### src/hw/rtl/kmpff_pkg.sv
// Types and codes shared by the KMP first-match finder modules.
package kmpff_pkg;

  localparam logic [1:0] FUNC_CLEAR  = 2'd0;
  localparam logic [1:0] FUNC_APPEND = 2'd1;
  localparam logic [1:0] FUNC_TEXT   = 2'd2;
  localparam logic [1:0] FUNC_END    = 2'd3;

  typedef struct packed {
    logic [1:0] func;
    logic [7:0] byte_value;
  } in_item_t;

  typedef struct packed {
    logic        found;
    logic [31:0] position;
  } out_item_t;

  typedef struct packed {
    logic       clear;
    logic       append;
    logic       text;
    logic       fin;
    logic [7:0] data;
  } cmd_t;

  typedef struct packed {
    logic valid;
    cmd_t cmd;
  } queue_head_t;

endpackage

### src/hw/rtl/kmp_first_match_finder_top.sv
// Top level of the KMP first-match finder: front queue, back sequencer and checks.
// Clear and end items, text items that need no pattern compare, and appends to an
// empty or full pattern finish in S_IDLE of the back end; a text item that walks
// the pattern goes on to S_PAT, an append to a nonempty pattern to S_FAIL, then
// S_PAT, and each failure-chain step adds S_FAIL and S_PAT, as the reads of the
// pattern and failure memories are registered (one read of each per cycle). A
// two-slot queue in front keeps input accepted while the back end walks, and the
// result register is free to be taken while the next item is read from the queue;
// a result that is not taken holds the back end. Up to MAX_PATTERN pattern bytes
// are held; further appends are dropped and the search then reports not-found.
module kmp_first_match_finder_top #(
  parameter int MAX_PATTERN = 64
) (
  input  logic                  clk,
  input  logic                  rst,
  input  logic                  cmd_valid,
  output logic                  cmd_stall,
  input  kmpff_pkg::in_item_t   cmd,
  output logic                  res_valid,
  input  logic                  res_stall,
  output kmpff_pkg::out_item_t  res
);

  kmpff_pkg::queue_head_t head;
  logic                   pop;

  kmpff_front u_front (
    .clk       (clk),
    .rst       (rst),
    .cmd_valid (cmd_valid),
    .cmd_stall (cmd_stall),
    .cmd       (cmd),
    .head      (head),
    .pop       (pop)
  );

  kmpff_back #(
    .MAX_PATTERN (MAX_PATTERN)
  ) u_back (
    .clk       (clk),
    .rst       (rst),
    .head      (head),
    .pop       (pop),
    .res_valid (res_valid),
    .res_stall (res_stall),
    .res       (res)
  );

  a_notfound_pos_zero: assert property (@(posedge clk) disable iff (rst)
    res_valid && !res.found |-> res.position == 32'd0)
    else $error("Not-found result carries a nonzero position.");

  a_full_has_head: assert property (@(posedge clk) disable iff (rst)
    cmd_stall |-> head.valid)
    else $error("Input stalled while the queue is empty.");

  a_pop_needs_head: assert property (@(posedge clk) disable iff (rst)
    pop |-> head.valid)
    else $error("Queue popped while empty.");

endmodule

### src/hw/rtl/kmpff_front.sv
// Front end: accepts items, decodes the function code and queues them in two slots.
module kmpff_front (
  input  logic                    clk,
  input  logic                    rst,
  input  logic                    cmd_valid,
  output logic                    cmd_stall,
  input  kmpff_pkg::in_item_t     cmd,
  output kmpff_pkg::queue_head_t  head,
  input  logic                    pop
);

  kmpff_pkg::cmd_t slots [2];
  logic            wr_ptr;
  logic            rd_ptr;
  logic [1:0]      count;
  kmpff_pkg::cmd_t decoded;
  logic            push;

  always_comb begin
    decoded = '0;
    decoded.data = cmd.byte_value;
    case (cmd.func)
      kmpff_pkg::FUNC_CLEAR:  decoded.clear  = 1'b1;
      kmpff_pkg::FUNC_APPEND: decoded.append = 1'b1;
      kmpff_pkg::FUNC_TEXT:   decoded.text   = 1'b1;
      kmpff_pkg::FUNC_END:    decoded.fin    = 1'b1;
      default:                decoded.fin    = 1'b1;
    endcase
  end

  assign cmd_stall  = (count == 2'd2);
  assign push       = cmd_valid && !cmd_stall;
  assign head.valid = (count != 2'd0);
  assign head.cmd   = slots[rd_ptr];

  always_ff @(posedge clk) begin
    if (push) begin
      slots[wr_ptr] <= decoded;
    end
  end

  always_ff @(posedge clk) begin
    if (rst) begin
      wr_ptr <= 1'b0;
      rd_ptr <= 1'b0;
      count  <= 2'd0;
    end else begin
      if (push) begin
        wr_ptr <= !wr_ptr;
      end
      if (pop) begin
        rd_ptr <= !rd_ptr;
      end
      count <= count + {1'b0, push} - {1'b0, pop};
    end
  end

endmodule

### src/hw/rtl/kmpff_back.sv
// Back end: pattern and failure memories, failure-chain walker and result register.
module kmpff_back #(
  parameter int MAX_PATTERN = 64
) (
  input  logic                    clk,
  input  logic                    rst,
  input  kmpff_pkg::queue_head_t  head,
  output logic                    pop,
  output logic                    res_valid,
  input  logic                    res_stall,
  output kmpff_pkg::out_item_t    res
);

  localparam int IW = (MAX_PATTERN > 1) ? $clog2(MAX_PATTERN) : 1;
  localparam int LW = $clog2(MAX_PATTERN + 1);
  localparam logic [LW-1:0] LEN_MAX = LW'(MAX_PATTERN);

  localparam logic [1:0] S_IDLE = 2'd0;
  localparam logic [1:0] S_FAIL = 2'd1;
  localparam logic [1:0] S_PAT  = 2'd2;

  logic [7:0]    pat_mem  [MAX_PATTERN];
  logic [LW-1:0] fail_mem [MAX_PATTERN];
  logic [7:0]    pat_q;
  logic [LW-1:0] fail_q;

  logic          pat_we;
  logic [IW-1:0] pat_waddr;
  logic [IW-1:0] pat_raddr;
  logic          fail_we;
  logic [IW-1:0] fail_waddr;
  logic [LW-1:0] fail_wdata;
  logic [IW-1:0] fail_raddr;

  logic [1:0]    state;
  logic          walk_text;
  logic [7:0]    ch;
  logic [LW-1:0] k;
  logic [LW-1:0] len;
  logic          ovf;
  logic [LW-1:0] matched;
  logic [31:0]   pos;
  logic [31:0]   here;
  logic          done;

  logic          out_free;
  logic [LW-1:0] q_start;
  logic [LW-1:0] k_inc;
  logic          mismatch_step;
  logic [LW-1:0] len_dec;
  logic [LW-1:0] k_dec;
  logic          res_set;

  assign out_free      = !res_valid || !res_stall;
  assign pop           = (state == S_IDLE) && head.valid && out_free;
  assign q_start       = (matched >= len) ? '0 : matched;
  assign k_inc         = k + LW'(pat_q == ch);
  assign mismatch_step = (k != '0) && (pat_q != ch);
  assign len_dec       = len - LW'(1);
  assign k_dec         = k - LW'(1);
  assign res_set       = (pop && !done && ((head.cmd.text && !ovf && (len == '0)) ||
                                           head.cmd.fin)) ||
                         ((state == S_PAT) && walk_text && !mismatch_step && (k_inc == len));

  always_comb begin
    pat_we     = 1'b0;
    pat_waddr  = len[IW-1:0];
    pat_raddr  = '0;
    fail_we    = 1'b0;
    fail_waddr = len[IW-1:0];
    fail_wdata = '0;
    fail_raddr = len_dec[IW-1:0];
    case (state)
      S_IDLE: begin
        if (pop && head.cmd.append && (len != LEN_MAX)) begin
          pat_we = 1'b1;
          if (len == '0) begin
            fail_we = 1'b1;
          end
        end
        pat_raddr = q_start[IW-1:0];
      end
      S_FAIL: begin
        pat_raddr = fail_q[IW-1:0];
      end
      S_PAT: begin
        if (mismatch_step) begin
          fail_raddr = k_dec[IW-1:0];
        end else if (!walk_text) begin
          fail_we    = 1'b1;
          fail_wdata = k_inc;
        end
      end
      default: begin
        pat_raddr = '0;
      end
    endcase
  end

  always_ff @(posedge clk) begin
    if (pat_we) begin
      pat_mem[pat_waddr] <= head.cmd.data;
    end
    pat_q <= pat_mem[pat_raddr];
  end

  always_ff @(posedge clk) begin
    if (fail_we) begin
      fail_mem[fail_waddr] <= fail_wdata;
    end
    fail_q <= fail_mem[fail_raddr];
  end

  always_ff @(posedge clk) begin
    if (rst) begin
      state     <= S_IDLE;
      walk_text <= 1'b0;
      len       <= '0;
      ovf       <= 1'b0;
      matched   <= '0;
      pos       <= '0;
      done      <= 1'b0;
      res_valid <= 1'b0;
    end else begin
      if (res_set) begin
        res_valid <= 1'b1;
      end else if (res_valid && !res_stall) begin
        res_valid <= 1'b0;
      end
      case (state)
        S_IDLE: begin
          if (pop) begin
            if (head.cmd.clear) begin
              len     <= '0;
              ovf     <= 1'b0;
              matched <= '0;
              pos     <= '0;
              done    <= 1'b0;
            end else if (head.cmd.append) begin
              matched <= '0;
              pos     <= '0;
              done    <= 1'b0;
              if (len == LEN_MAX) begin
                ovf <= 1'b1;
              end else if (len == '0) begin
                len <= LW'(1);
              end else begin
                ch        <= head.cmd.data;
                walk_text <= 1'b0;
                state     <= S_FAIL;
              end
            end else if (head.cmd.text) begin
              if (!done) begin
                here <= pos;
                if (pos != '1) begin
                  pos <= pos + 32'd1;
                end
                if (!ovf) begin
                  if (len == '0) begin
                    done         <= 1'b1;
                    res.found    <= 1'b1;
                    res.position <= '0;
                  end else begin
                    k         <= q_start;
                    ch        <= head.cmd.data;
                    walk_text <= 1'b1;
                    state     <= S_PAT;
                  end
                end
              end
            end else if (head.cmd.fin) begin
              if (!done) begin
                res.found    <= (len == '0) && !ovf;
                res.position <= '0;
              end
              matched <= '0;
              pos     <= '0;
              done    <= 1'b0;
            end
          end
        end
        S_FAIL: begin
          k     <= fail_q;
          state <= S_PAT;
        end
        S_PAT: begin
          if (mismatch_step) begin
            state <= S_FAIL;
          end else begin
            state <= S_IDLE;
            if (!walk_text) begin
              len <= len + LW'(1);
            end else if (k_inc == len) begin
              done         <= 1'b1;
              matched      <= '0;
              res.found    <= 1'b1;
              res.position <= here - 32'(len) + 32'd1;
            end else begin
              matched <= k_inc;
            end
          end
        end
        default: begin
          state <= S_IDLE;
        end
      endcase
    end
  end

endmodule

### config.mk
export PLATFORM = sky130hd
export DESIGN_NAME = kmp_first_match_finder_top
export DESIGN_NICKNAME = d
export VERILOG_FILES = /design/src/hw/rtl/kmpff_pkg.sv /design/src/hw/rtl/kmp_first_match_finder_top.sv /design/src/hw/rtl/kmpff_front.sv /design/src/hw/rtl/kmpff_back.sv
export SDC_FILE = /design/constraint.sdc
export NUM_CORES = 2
export LEC_CHECK = 0
export ABC_AREA = 1
export BUFFER_PORTS_ARGS = -buffer_cell sky130_fd_sc_hd__buf_4
export CAP_MARGIN = 30
export CORE_ASPECT_RATIO = 0.8
export CORE_MARGIN = 3
export CORE_UTILIZATION = 60
export DETAILED_ROUTE_END_ITERATION = 7
export PLACE_DENSITY = 0.76
export SYNTH_ARGS = -nofsm -noshare
export SYNTH_HDL_FRONTEND = slang
export SYNTH_SLANG_ARGS = --single-unit
### constraint.sdc
create_clock -name clk -period 8.1 [get_ports clk]
set_input_delay 0.405 -clock clk [delete_from_list [all_inputs] [get_ports clk]]
set_output_delay 0.405 -clock clk [all_outputs]
set_load 0.01 [all_outputs]
==> key figures <==
Detailed routing
  • DRC viols: 0
  • Post-DR vias/cell: roughly 5.8
  • WL per Instance: 20.76 um
  • DRT Pass-1 Iters: 7
  • DR iter-0 viols: 5319
  • DRT Wirelength: 129400 um
  • DR vias: 36239
  • Antenna viol nets, final: 0

STA
  • Worst Tran Pin Value: about 1.1 ns
  • Hold WS: around 0.064 ns
  • Setup Skew: between 0.015 and 0.02 ns
  • RSZ-0062 raised after global routing: no
  • Final Slew Violations: 0
  • Crit share post-route: 61.13%
  • Final Hold Viols: 0
  • Setup_tns: 0 ns
  • Tmin final: between 4 and 5 ns
  • Max-slew headroom: approximately 27%
  • # setup viols final: 0
  • Max Fclk: around 0.2 GHz

Logic synthesis
  • Mapped Avg Cell Area: 10.11 sq um
  • Syn Std Cell Area: 0.05080 sq mm
  • Seq cells post-synth: 1136
  • Yosys top cell by area: edfxtp_1
  • Async SR Flop Fraction: 0%
  • Sequential fraction of the synthesis area: roughly two thirds
  • Number of synthesized flops with an enable pin: 1064
  • Most frequent cell after synthesis: nand2_1
  • Synth area leaders: edfxtp_1, nand2_1, nand3_1
  • Post-Syn Nets: 5093
  • Synth Instances: 5026
  • Post-synth top flop: edfxtp_1
  • Post-synth top area share: a little over three fifths
  • Post-synth top cells: nand2_1, edfxtp_1, nand3_1, inv_1, nor2_1
  • Yosys cell types: 59
  • Yosys warning total: 0

Critical path
  • Crit path DAT: 5.52 ns
  • Critical path peak fanout: 52
  • Setup CP Type: reg -> reg
  • Worst Path Required: a little under 9 ns
  • Startpoint types: register
  • CP Capture Type: register

Clock network
  • Post-cts sizing count: 0
  • TritonCTS Buffers: 107
  • Clock tree buffer depth: 3
  • CTS sink cnt: 1136
  • Skew-Pair Late Insertion Delay: 0.69 ns
  • Clk slew on worst S/H paths: about 0.070 ns
  • Root Buffer: clkbuf_16
  • Number of H-tree levels: 3
  • CTS tree: done

Floorplanning
  • Die area: 0.08821 sq mm
  • Initial core utilization: 61.18%
  • Chip Height: 266.3 um
  • Io pins: 49
  • Die W: 331.3 um
  • Std cell rows: 94
  • Core area: 0.08303 sq mm

Global routing
  • Global-route wire length before repair: 197300 um
  • Initial antenna violation count: 2
  • Vias in the first global route: 33945
  • Total grt overflow: 0
  • Overall routing resource usage: 28.87%
  • Largest net degree at the start of global routing: 218

Finish
  • Ant. Diodes: 0
  • Share of layout cells above drive strength 1: 6.864%
  • Core Util, Final: between 60 and 70%
  • Area grow syn2layout: 9.997%
  • Final #Nets: 5105

Status
  • Status: completed

Place
  • HPWL Detailed: 78390 um
  • GP Congestion: 0.9386
  • Port Buffers: 48

Power
  • Power Density: 307.8 mW/mm^2
  • Total Power: between 15 and 20 mW
  • P_leak: 22.46 nW
  • Worst VDD drop: approximately 0.33 mV

Min path
  • Hold/Removal Path Class: in -> reg

Job
  • Max-cap check violation count: 0
==> metrics by stage <==
stage,area (sq um),cells,worst slack (ns)
floorplan,50800,5026,4.216
global placement,52020,5999,3.309
detailed placement,52160,6012,3.248
CTS,55710,6221,3.213
global route,55880,6232,2.782
finish,55880,6232,3.148
==> final timing paths <==
kind	startpoint	endpoint	slack [ns]	cells after the start
max	u_back.len[3]$_SDFFE_PP0P_	u_back.pat_q[3]$_DFF_P_	3.15	19
min	cmd[8]	u_front.slots[0][8]$_DFFE_PP_	0.06	3
max reg2reg	u_back.len[3]$_SDFFE_PP0P_	u_back.pat_q[3]$_DFF_P_	3.15	19
min reg2reg	u_front.rd_ptr$_SDFFE_PP0P_	register	0.47	1
==> flip-flops by register name, indices dropped and copies added (netlist names), 2 cells and up, named ones only <==
| signal | flops |
|---|---|
| u_back.pat_q | 8 |
| u_back.matched | 7 |
| u_back.k | 7 |
| u_back.here | 32 |
| u_back.ch | 8 |
| u_front.count | 2 |
| u_back.pat_mem | 512 |
| u_back.res | 33 |
| u_back.fail_mem | 448 |
| u_back.len | 7 |
| u_back.fail_q | 7 |
| u_front.slots | 24 |
| u_back.pos | 32 |
| u_back.state | 2 |
==> cells by family (layout without fill, tap and decap cells) <==
family | after synthesis | count (layout) | synth area share [%]
AOI/OAI and AO/OA | 327 | 327 | 3.640
xor gates and xnor gates | 19 | 19 | 0.3276
adders and majority gates | 53 | 53 | 1.320
buffers and inverters | 899 | 1001 | 7.170
DFF | 1136 | 1136 | 65.73
muxes | 1 | 1 | 0.01971
and+or+nand+nor | 2591 | 2591 | 21.79
==> power breakdown <==
group          switching, mW  total, mW  internal (mW)
registers              0.106       6.99           6.89
logic                   3.93       5.25           1.32
clock network           2.16       4.96           2.80
==> critical path: stages (launching register included) <==
cell	delay (ns)
dfxtp_1	0.52
inv_1	0.27
ha_1	0.26
a21oi_1	0.12
nor2_1	0.05
nor2_1	0.08
nand2_1	0.12
nor2_1	0.15
nand2_1	0.12
o21ai_4	0.08
buf_4	0.55
clkinv_2	0.76
buf_4	0.55
buf_4	0.37
nand2_1	0.12
nand3_1	0.08
nand3_1	0.26
nand3_1	0.15
nand3_1	0.11
nand2_1	0.06
==> per-layer routing <==
metal	vias to the layer above	track usage, %	wire length (um)
li1	16781	-	-
met1	17111	41.87	51990
met2	2053	43.64	57940
met3	290	6.720	15010
met4	4	9.457	4402
met5	-	0	27
==> final cells by class <==
| class | count | area (sq um) |
|---|---|---|
| timing repair buffer | 133 | 1162 |
| fill | 6220 | 27160 |
| clock inverter | 58 | 475.5 |
| tap | 1104 | 1381 |
| inverter | 669 | 2520 |
| sequential | 1136 | 33390 |
| multi-input combinational | 2991 | 13970 |
| clock buffer | 141 | 2978 |
==> repair_timing <==
action                    in CTS  in global routing
hold endpoints to repair      18                  0
hold buffers                  10                  0
setup buffers                  0                  0
==> placed cells by master, fill, tap and decap left out, types with 7 or more instances in the layout <==
master,count
clkinv_1,24
a21oi_1,106
nand4_1,12
bufinv_16,7
o211ai_1,19
nor4_1,13
clkinv_2,22
dlygate4sd3_1,10
nor2_4,9
dfxtp_1,72
nand2_1,1454
clkbuf_1,19
inv_2,7
ha_1,52
nor2_1,253
clkbuf_8,13
o21a_1,9
buf_4,110
o21ai_0,136
or2_2,10
nor3_1,35
nand3_1,719
edfxtp_1,1064
a31oi_1,7
clkinvlp_4,7
nand3b_1,53
nand2_2,11
xor2_1,14
buf_6,7
inv_1,655
clkbuf_16,109
Note: power is estimated with default switching activity, not from simulation.
